**config.mk**
```make
export PLATFORM = sky130hd
export DESIGN_NAME = rgb_pixel_quantizer_igs
export DESIGN_NICKNAME = d
export VERILOG_FILES = /design/src/design/igs_pkg.sv /design/src/design/rgb_pixel_quantizer_igs.sv /design/src/design/igs_div.sv /design/src/design/igs_lane.sv
export SDC_FILE = /design/constraint.sdc
export NUM_CORES = 2
export LEC_CHECK = 0
export BUFFER_PORTS_ARGS = -buffer_cell sky130_fd_sc_hd__buf_2
export CAP_MARGIN = 10
export CORE_UTILIZATION = 41
export CTS_CLUSTER_SIZE = 20
export DETAILED_ROUTE_END_ITERATION = 12
export PLACE_DENSITY_LB_ADDON = 0.1
export SYNTH_ARGS = -nofsm -noshare
export SYNTH_HDL_FRONTEND = slang
export SYNTH_HIERARCHICAL = 1
export SYNTH_SLANG_ARGS = --single-unit
```
**constraint.sdc**
```tcl
create_clock -name clk -period 15.85 [get_ports clk]
set_input_delay 3.17 -clock clk [delete_from_list [all_inputs] [get_ports clk]]
set_output_delay 3.17 -clock clk [all_outputs]
set_load 0.01 [all_outputs]
```
**src/design/igs_pkg.sv**
```systemverilog
package igs_pkg;

	// Channel count and field widths
	localparam int CHANNELS = 3;
	localparam int PIX_W    = 8;
	localparam int LV_W     = 9;
	localparam int BIN_W    = 9;
	localparam int SUM_W    = 9;

	// Reciprocal of the bin: ceil(2^FRAC_W / bin), exact for sums below 512
	localparam int FRAC_W   = 18;
	localparam int RECIP_W  = FRAC_W + 1;
	localparam int PROD_W   = SUM_W + RECIP_W;

	// Uniform mode scales by levels / 256
	localparam int SCALE_SH = 8;

	localparam logic [LV_W-1:0]    FULL_SCALE = LV_W'(256);
	localparam logic [RECIP_W-1:0] RECIP_ONE  = RECIP_W'(1) << FRAC_W;

	// Configuration register indexes
	localparam logic CFG_MODE   = 1'b0;
	localparam logic CFG_LEVELS = 1'b1;

	typedef struct packed {
		logic             start_of_image;
		logic [PIX_W-1:0] pixel_ch0;
		logic [PIX_W-1:0] pixel_ch1;
		logic [PIX_W-1:0] pixel_ch2;
	} pix_in_t;

	typedef struct packed {
		logic [PIX_W-1:0] out_ch0;
		logic [PIX_W-1:0] out_ch1;
		logic [PIX_W-1:0] out_ch2;
	} pix_out_t;

	// Step strobes from the sequencer to every lane
	typedef struct packed {
		logic load;
		logic mul;
		logic qb;
		logic fin;
		logic sof;
		logic igs;
	} lane_ctl_t;

	// Divider request and status
	typedef struct packed {
		logic               start;
		logic [RECIP_W-1:0] num;
		logic [BIN_W-1:0]   den;
	} div_req_t;

	typedef struct packed {
		logic busy;
		logic done;
	} div_stat_t;

endpackage

```
**src/design/rgb_pixel_quantizer_igs.sv**
```systemverilog
// Channel   | Handshake                 | Payload
// ----------+---------------------------+------------------------------
// pixel     | pixel_valid / pixel_ready | pixel (pix_in_t)
// quant     | quant_valid / quant_ready | quant (pix_out_t)
// cfg       | cfg_valid / cfg_ready     | cfg_index, cfg_data
//
// A pixel: sum, multiply by reciprocal (levels if uniform), quotient times
// bin, then remainder update and output load; the next is taken after that.
// A levels write runs the shared serial divider twice (bin, then reciprocal),
// 19 steps each, with pixel_ready and cfg_ready low.
// Reset: mode uniform, levels 256, remainders zero, output empty.
// A stalled output holds the last lane stage until it can be loaded.
module rgb_pixel_quantizer_igs
	import igs_pkg::*;
(
	input  logic            clk,
	input  logic            arst_n,
	input  logic            pixel_valid,
	output logic            pixel_ready,
	input  pix_in_t         pixel,
	output logic            quant_valid,
	input  logic            quant_ready,
	output pix_out_t        quant,
	input  logic            cfg_valid,
	output logic            cfg_ready,
	input  logic            cfg_index,
	input  logic [LV_W-1:0] cfg_data
);

	localparam logic [1:0] ST_IDLE = 2'd0;
	localparam logic [1:0] ST_MUL  = 2'd1;
	localparam logic [1:0] ST_QB   = 2'd2;
	localparam logic [1:0] ST_FIN  = 2'd3;

	localparam logic [1:0] CAL_IDLE  = 2'd0;
	localparam logic [1:0] CAL_BIN   = 2'd1;
	localparam logic [1:0] CAL_RECIP = 2'd2;

	logic [1:0]         state_q;
	logic [1:0]         cal_q;
	logic               mode_q;
	logic [LV_W-1:0]    lv_q;
	logic [BIN_W-1:0]   bin_q;
	logic [RECIP_W-1:0] recip_q;
	logic               out_valid_q;
	pix_out_t           out_q;

	logic               accept;
	logic               fin;
	logic               lv_wr;
	logic [LV_W-1:0]    lv_clamp;
	lane_ctl_t          ctl;
	div_req_t           div_req;
	div_stat_t          div_stat;
	logic [RECIP_W-1:0] div_quot;
	logic [PIX_W-1:0]   pix_v [CHANNELS];
	logic [PIX_W-1:0]   q_v   [CHANNELS];

	// Handshakes
	assign pixel_ready = (state_q == ST_IDLE) && (cal_q == CAL_IDLE);
	assign cfg_ready   = (cal_q == CAL_IDLE);
	assign accept      = pixel_valid && pixel_ready;
	assign fin         = (state_q == ST_FIN) && (!out_valid_q || quant_ready);
	assign lv_wr       = cfg_valid && cfg_ready && (cfg_index == CFG_LEVELS);

	// Levels held within 1..256
	always_comb begin
		if (cfg_data == '0) begin
			lv_clamp = LV_W'(1);
		end else if (cfg_data > FULL_SCALE) begin
			lv_clamp = FULL_SCALE;
		end else begin
			lv_clamp = cfg_data;
		end
	end

	// Per-item sequencer
	always_ff @(posedge clk or negedge arst_n) begin
		if (!arst_n) begin
			state_q <= ST_IDLE;
		end else begin
			case (state_q)
				ST_IDLE: begin
					if (accept) state_q <= ST_MUL;
				end
				ST_MUL:  state_q <= ST_QB;
				ST_QB:   state_q <= ST_FIN;
				ST_FIN: begin
					if (fin) state_q <= ST_IDLE;
				end
				default: state_q <= ST_IDLE;
			endcase
		end
	end

	always_comb begin
		ctl.load = accept;
		ctl.mul  = (state_q == ST_MUL);
		ctl.qb   = (state_q == ST_QB);
		ctl.fin  = fin;
		ctl.sof  = pixel.start_of_image;
		ctl.igs  = mode_q;
	end

	// Configuration registers
	always_ff @(posedge clk or negedge arst_n) begin
		if (!arst_n) begin
			mode_q <= 1'b0;
			lv_q   <= FULL_SCALE;
		end else if (cfg_valid && cfg_ready) begin
			if (cfg_index == CFG_MODE) begin
				mode_q <= cfg_data[0];
			end
			if (cfg_index == CFG_LEVELS) begin
				lv_q <= lv_clamp;
			end
		end
	end

	// Bin and reciprocal calculation after a levels write
	always_comb begin
		div_req.start = lv_wr || ((cal_q == CAL_BIN) && div_stat.done);
		if (cal_q == CAL_IDLE) begin
			div_req.num = RECIP_W'(FULL_SCALE);
			div_req.den = lv_clamp;
		end else begin
			div_req.num = RECIP_ONE + RECIP_W'(div_quot[BIN_W-1:0]) - RECIP_W'(1);
			div_req.den = div_quot[BIN_W-1:0];
		end
	end

	always_ff @(posedge clk or negedge arst_n) begin
		if (!arst_n) begin
			cal_q   <= CAL_IDLE;
			bin_q   <= BIN_W'(1);
			recip_q <= RECIP_ONE;
		end else begin
			case (cal_q)
				CAL_IDLE: begin
					if (lv_wr) cal_q <= CAL_BIN;
				end
				CAL_BIN: begin
					if (div_stat.done) begin
						bin_q <= div_quot[BIN_W-1:0];
						cal_q <= CAL_RECIP;
					end
				end
				CAL_RECIP: begin
					if (div_stat.done) begin
						recip_q <= div_quot;
						cal_q   <= CAL_IDLE;
					end
				end
				default: cal_q <= CAL_IDLE;
			endcase
		end
	end

	igs_div #(
		.NUM_W(RECIP_W),
		.DEN_W(BIN_W)
	) u_div (
		.clk    (clk),
		.arst_n (arst_n),
		.start  (div_req.start),
		.num    (div_req.num),
		.den    (div_req.den),
		.stat   (div_stat),
		.quot   (div_quot)
	);

	// Channel lanes
	assign pix_v[0] = pixel.pixel_ch0;
	assign pix_v[1] = pixel.pixel_ch1;
	assign pix_v[2] = pixel.pixel_ch2;

	for (genvar c = 0; c < CHANNELS; c++) begin : g_lane
		igs_lane u_lane (
			.clk    (clk),
			.arst_n (arst_n),
			.ctl    (ctl),
			.pixel  (pix_v[c]),
			.lv     (lv_q),
			.bin    (bin_q),
			.recip  (recip_q),
			.q      (q_v[c])
		);
	end

	// Merge lane results into the output register
	always_ff @(posedge clk or negedge arst_n) begin
		if (!arst_n) begin
			out_valid_q <= 1'b0;
		end else if (fin) begin
			out_valid_q <= 1'b1;
		end else if (quant_ready) begin
			out_valid_q <= 1'b0;
		end
	end

	always_ff @(posedge clk) begin
		if (fin) begin
			out_q.out_ch0 <= q_v[0];
			out_q.out_ch1 <= q_v[1];
			out_q.out_ch2 <= q_v[2];
		end
	end

	assign quant_valid = out_valid_q;
	assign quant       = out_q;

endmodule

```
**src/design/igs_div.sv**
```systemverilog
module igs_div
	import igs_pkg::*;
#(
	parameter int NUM_W = RECIP_W,
	parameter int DEN_W = BIN_W
) (
	input  logic             clk,
	input  logic             arst_n,
	input  logic             start,
	input  logic [NUM_W-1:0] num,
	input  logic [DEN_W-1:0] den,
	output div_stat_t        stat,
	output logic [NUM_W-1:0] quot
);

	localparam int CNT_W = $clog2(NUM_W + 1);

	logic [DEN_W-1:0] rem_q;
	logic [DEN_W-1:0] den_q;
	logic [NUM_W-1:0] quo_q;
	logic [CNT_W-1:0] cnt_q;
	logic             busy_q;
	logic             done_q;

	logic [DEN_W:0]   shifted;
	logic [DEN_W:0]   diff;
	logic             ge;

	// One restoring step: bring down the next numerator bit
	always_comb begin
		shifted = {rem_q, quo_q[NUM_W-1]};
		diff    = shifted - {1'b0, den_q};
		ge      = (shifted >= {1'b0, den_q});
	end

	// Control
	always_ff @(posedge clk or negedge arst_n) begin
		if (!arst_n) begin
			busy_q <= 1'b0;
			done_q <= 1'b0;
			cnt_q  <= '0;
		end else begin
			done_q <= 1'b0;
			if (start) begin
				busy_q <= 1'b1;
				cnt_q  <= CNT_W'(NUM_W);
			end else if (busy_q) begin
				cnt_q <= cnt_q - CNT_W'(1);
				if (cnt_q == CNT_W'(1)) begin
					busy_q <= 1'b0;
					done_q <= 1'b1;
				end
			end
		end
	end

	// Datapath: quotient bits shift in as numerator bits shift out
	always_ff @(posedge clk) begin
		if (start) begin
			rem_q <= '0;
			den_q <= den;
			quo_q <= num;
		end else if (busy_q) begin
			rem_q <= ge ? diff[DEN_W-1:0] : shifted[DEN_W-1:0];
			quo_q <= {quo_q[NUM_W-2:0], ge};
		end
	end

	assign stat.busy = busy_q;
	assign stat.done = done_q;
	assign quot      = quo_q;

endmodule

```
**src/design/igs_lane.sv**
```systemverilog
module igs_lane
	import igs_pkg::*;
(
	input  logic               clk,
	input  logic               arst_n,
	input  lane_ctl_t          ctl,
	input  logic [PIX_W-1:0]   pixel,
	input  logic [LV_W-1:0]    lv,
	input  logic [BIN_W-1:0]   bin,
	input  logic [RECIP_W-1:0] recip,
	output logic [PIX_W-1:0]   q
);

	logic [PIX_W-1:0]   rem_q;
	logic [SUM_W-1:0]   op_s1;
	logic [PROD_W-1:0]  prod_s2;
	logic [PIX_W-1:0]   q_s3;
	logic [SUM_W-1:0]   qb_s3;

	logic [SUM_W-1:0]   sum;
	logic [RECIP_W-1:0] mul_b;
	logic [PIX_W-1:0]   q_next;
	logic [16:0]        qb_full;
	logic [SUM_W-1:0]   rem_next;

	// Sample plus carried remainder; start of image drops the carry
	always_comb begin
		sum = {1'b0, pixel} + (ctl.sof ? SUM_W'(0) : SUM_W'(rem_q));
	end

	// Multiplier operand: reciprocal of the bin, or the level count
	always_comb begin
		mul_b = ctl.igs ? recip : RECIP_W'(lv);
	end

	// Quotient out of the product, then quotient times bin
	always_comb begin
		if (ctl.igs) begin
			q_next = prod_s2[FRAC_W +: PIX_W];
		end else begin
			q_next = prod_s2[SCALE_SH +: PIX_W];
		end
		qb_full  = 17'(q_next) * 17'(bin);
		rem_next = op_s1 - qb_s3;
	end

	// Stage registers
	always_ff @(posedge clk) begin
		if (ctl.load) begin
			op_s1 <= ctl.igs ? sum : {1'b0, pixel};
		end
		if (ctl.mul) begin
			prod_s2 <= PROD_W'(op_s1) * PROD_W'(mul_b);
		end
		if (ctl.qb) begin
			q_s3  <= q_next;
			qb_s3 <= qb_full[SUM_W-1:0];
		end
	end

	// Carried remainder
	always_ff @(posedge clk or negedge arst_n) begin
		if (!arst_n) begin
			rem_q <= '0;
		end else if (ctl.load && ctl.sof) begin
			rem_q <= '0;
		end else if (ctl.fin && ctl.igs) begin
			rem_q <= rem_next[PIX_W-1:0];
		end
	end

	assign q = q_s3;

endmodule

```
* After elaboration in Yosys (flattened, before gate mapping)
Index checks and enable logic that the tools add are counted.
** Operators by class
- Bitwise operators :: 1
- Reduce and logical (&&, ||, !) cells :: 23
- Multiplexer cells :: 39
- Shift-type cells :: 0
- Add/sub/neg operators :: 10
- $lt $le $gt $ge :: 2
- Multipliers :: 6
- Div/mod/pow operators :: 0
- Equal/unequal tests :: 11
** Operators by type and width (number)
- $mux 8 :: 15
- $mul 9x19->26 :: 3
- $mux 19 :: 3
- $mux 28 :: 1
- $add 8x8->9 :: 3
- $mul 8x9->8 :: 3
- $mux 9 :: 3
- $sub 8x8->8 :: 3
- $add 19x9->19 const A :: 1
- $sub 19x1->19 const B :: 1
- $ge 10x9->1 :: 1
- $mux 2 :: 5
- $mux 5 :: 2
- $reduce_and 2->1 :: 5
- $gt 9x9->1 const B :: 1
- $logic_not 9->1 :: 1
- $sub 9x9->9 :: 1
- $logic_and 1x1->1 :: 8
- $mux 1 :: 8
- $pmux 2 s4 :: 1
- $eq 2x2->1 const B :: 3
- $ne 2x1->1 const B :: 3
- $pmux 2 s3 :: 1
- $reduce_bool 2->1 :: 3
- 9 further kinds :: 13
** Word-level totals
- Bits in latches :: 0
- ROM bits :: 0
- Memories kept :: 0
- Memory bits (writable) :: 0
- Output and inout bits :: 27
- Flip-flop bits (word level) :: 288

* Depth between registers and ports, before layout
- Depth after elaboration :: 6
- Mapped depth :: 22
- Mapped depth without buffers :: 18

* Cells and area by module
Netlist, hierarchy kept.
** By module, submodules not included
- igs_lane (g_lane[0].u_lane) :: cells each 905, area an instance 8458.1 um^2, times used 1
- igs_lane (g_lane[1].u_lane) :: cells each 855, area an instance 8262.9 um^2, times used 1
- igs_lane (g_lane[2].u_lane) :: cells each 849, area an instance 8242.9 um^2, times used 1
- rgb_pixel_quantizer_igs :: cells each 228, area an instance 2850.2 um^2, times used 1
- igs_div :: cells each 206, area an instance 2344.7 um^2, times used 1

* Least setup slack after synthesis
Ideal clock, no wire load.
- Kind :: flip-flop to flip-flop
- Start point :: register mode_q
- End point :: register g_lane[2].u_lane.prod_s2[18], data pin
- Buffers on the path :: 4
- Setup time :: 262 ps
- Setup slack :: 9996 ps
- Data required time :: 15588 ps
- Arrival :: 5592 ps
- Stages on the path, launching flop included :: 22
- Clock period less this slack :: 5854 ps
- Path through :: dfrtp_1 > buf_2 > buf_2 > buf_1 > buf_1 > and2_1 > nand2_1 > fa_1 > inv_1 > fa_1 > fa_1 > inv_1 > fa_1 > inv_1 > ha_1 > a21oi_1 > o21ai_0 > a211oi_4 > o21ai_1 > a2111oi_0 > a21oi_1 > xor2_1
** Between the ends
- Longest elaborated chain between the ends :: 2
** Ends and longest elaborated chain
- start: declaration :: line rgb_pixel_quantizer_igs.sv:41 : logic mode_q;
- start signal: assignment :: line rgb_pixel_quantizer_igs.sv:112 : mode_q <= cfg_data[0];
- $mux 19 :: line igs_lane.sv:33 : mul_b = ctl.igs ? recip : RECIP_W'(lv);
- $mul 9x19->26 :: line igs_lane.sv:53 : prod_s2 <= PROD_W'(op_s1) * PROD_W'(mul_b);
- end signal: assignment :: line igs_lane.sv:53
- end: declaration :: line igs_lane.sv:16 : logic [PROD_W-1:0] prod_s2;
Every way passes these cells.
A chain may end at the register's enable or synchronous reset.

* Worst setup path after layout
- Start point :: register mode_q
- End point :: register g_lane[1].u_lane.prod_s2[24], data pin
** Between the ends
- Longest elaborated chain between the ends :: 2
** Ends and longest elaborated chain (line)
- $mux 19 :: igs_lane.sv:33
- $mul 9x19->26 :: igs_lane.sv:53
- end signal: assignment :: igs_lane.sv:53
- end: declaration :: igs_lane.sv:16
Every way passes these cells.

==> key figures <==
GRT
  – Initial antenna violation count: 3
  – Largest net degree at the start of global routing: between 200 and 250
  – Global-route wire length before repair: ~130000 um
  – Gr ovfl total: 0
  – Number of global-route vias before repair: between 20000 and 25000
  – Total global-route track usage: between 20% and 30%

Timing
  – Setup Skew: 28.9 ps
  – Final Cycle Share: 39.0%
  – Hold_ws: a little over 400 ps
  – Hold Fails Final Rpt: 0
  – Setup TNS: 0 ps
  – Worst-Margin Slew: 1200 ps
  – Pins over their slew limit: 0
  – Max frequency: between 150 and 200 MHz
  – Final setup violation count: 0
  – Minimum clock period: about 6000 ps
  – Unrepaired setup endpoints after global routing: no
  – Rel. slew slack: about a fifth

Detailed routing
  – Vias per cell: slightly above 5
  – Via count: about 21000
  – Antenna viol nets, final: 0
  – WL/cell: around 20 um
  – Initial DRC Count: about 1200
  – First drt pass iteration count: 5
  – Final wirelength: 80000 um
  – Drt drc: 0

Power
  – Sw power: between 1.5 and 2 mW
  – Sequential group share of total power: 30.5%
  – Leak Pwr: approximately 16 nW
  – Peak VDD IR: around 0.084 mV
  – Combinational Power Share: between 50 and 60%
  – Power Density: ~130 nW/um^2
  – Switching power share of the total: between 40% and 50%
  – P_int: between 2 and 2.5 mW
  – Clock power frac: 18.9%

Critical path
  – Data arrival, critical path: 6480 ps
  – Setup CP Type: register to register
  – Startpoint types: register
  – CP peak stage delay: 560 ps
  – CP max stage cell: fa_1
  – Most frequent CP cell: fa_1
  – Crit-path cells: buf_12 -> and2_1 -> nand2_1 -> fa_1 -> inv_1 -> fa_1 -> inv_1 -> fa_1 -> fa_1 -> inv_1 -> ha_1 -> a21o_1 -> a221o_1 -> a31o_1 -> a32oi_2 -> nand3b_1 -> a21oi_1 -> xnor2_1
  – Critical path data required time: between 15000 and 20000 ps
  – CP Max Fanout: 245
  – CP endpoint kind: register

Finish
  – Synth-to-layout area growth: 8.04%
  – Post-layout util: between 40% and 50%
  – Final Non-Filler Cells: ~4000
  – Fraction of layout cells with a size suffix above 1: between 9 and 10%
  – Post-layout net count: roughly 3700
  – Antenna Cells: 0

Clocking
  – CTS Buf Count: 35
  – Clock Latency Late Sink: 570 ps
  – Post-cts resize count: 0
  – Clock slew at reported path FFs: 60 ps
  – Root Driver: clkbuf_16
  – H-tree depth: 2
  – Clk buf depth: 3
  – CTS tree: done
  – CTS Sinks: 257
  – Post-CTS setup buffers: 0
  – Hold-fix buffers, CTS: 0

Status
  – Outcome: completed

Place
  – GPL Wtd Cong: 0.837
  – DP Wirelength: about 59000 um
  – Placed cells: 3979
  – PortBufs: 66

Yosys
  – Syn Std Cell Area: 30100 sq um
  – Synth warnings: 6
  – Syn Nets: 3698
  – Cells after synthesis: 3039
  – Syn Area/Cell: just under 10 sq um

Floorplanning
  – Die ar.: between 70000 and 80000 sq um
  – Die span in y: roughly 270 um
  – Die X: ~270 um
  – Cell Rows: 99
  – Starting density of the core: 41.4%
  – Area of the core: approximately 73000 sq um
  – Num ports: 67

Min path
  – Worst Hold Class: register to register

Run
  – Maxcap violations: 0
[routing by layer]
layer  share of wire (%)  vias to the layer above  wire length [um]  track usage (%)
li1                    -                     9754                 -                -
met1                  46                    10717             37100             31.0
met2                  47                      389             37900             37.4
met3                 3.9                      104              3110             2.70
met4                 2.4                        0              1880             5.53
met5                   0                        -                 0                0
[path summary, 6_finish.rpt]
kind / startpoint / end / slack [ps] / depth (start not counted)
max in group asynchronous: arst_n / mode_q / 12120 / 2
hold / removal: g_lane[1].u_lane/q[2] / quant[10] / 410 / 0
min in group asynchronous: arst_n / u_div/cnt_q[2] / 2560 / 1
hold reg to reg: g_lane[1].u_lane/q[2] / quant[10] / 410 / 0
setup / recovery: mode_q / g_lane[1].u_lane/prod_s2[24] / 9670 / 18
setup reg to reg: mode_q / g_lane[1].u_lane/prod_s2[24] / 9670 / 18
[power by group through the flow]
stage	clock network [mW]	registers, mW	logic [mW]
global route	0.843	1.30	2.41
CTS	0.815	1.28	2.15
detailed placement	0	1.29	2.12
floorplan	0	1.18	1.60
finish	0.790	1.27	2.11
global placement	0	1.29	2.10
[layout by cell type (no fill, tap or decap), types with 46 or more instances in the layout]
master,n
inv_1,559
fa_1,397
nand2_1,356
ha_1,220
and2_1,208
edfxtp_1,175
and3_1,114
xnor2_1,103
mux2_2,102
a21oi_1,81
dfrtp_1,69
buf_2,65
o21ai_0,52
a21o_1,46
[per-stage QoR]
| step | power (mW) | cell area (sq um) | setup WS (ps) |
|---|---|---|---|
| detailed placement | 3.41 | 31400 | 9710 |
| CTS | 4.24 | 32500 | 9700 |
| floorplan | 2.78 | 30100 | 10000 |
| finish | 4.18 | 32500 | 9670 |
| global route | 4.56 | 32500 | 9320 |
| global placement | 3.38 | 31400 | 9720 |
[critical path: cells and delay by family, from the launching register on]
kind                       cells  cell delay [ps]
adders and majority gates      5             2450
AOI/OAI and AO/OA              5             1180
buffers and inverters          4              720
and+or+nand+nor                3              670
DFF                            1              470
xor gates and xnor gates       1               90
[flip-flops by register name (all words and copies together), names as in the netlist, 2 cells and up]
| name | count |
|---|---|
| g_lane.u_lane/prod_s2 | 48 |
| g_lane.u_lane/op_s1 | 27 |
| g_lane.u_lane/q | 24 |
| g_lane.u_lane/qb_s3 | 24 |
| g_lane.u_lane/rem_q | 24 |
| quant | 24 |
| recip_q | 19 |
| u_div/quot | 19 |
| lv_q | 9 |
| u_div/den_q | 9 |
| u_div/rem_q | 9 |
| bin_q | 8 |
| u_div/cnt_q | 5 |
| cal_q | 2 |
| state_q | 2 |
[layout make-up]
type | count | area [sq um]
Multi-Input combinational cell | 2109 | 20300
Tap cell | 959 | 1200
Clock inverter | 14 | 170
Inverter | 562 | 2110
Timing Repair Buffer | 92 | 541
Sequential cell | 257 | 7270
Fill cell | 7070 | 40300
Clock buffer | 50 | 972
(Power assumes the default switching activity.)
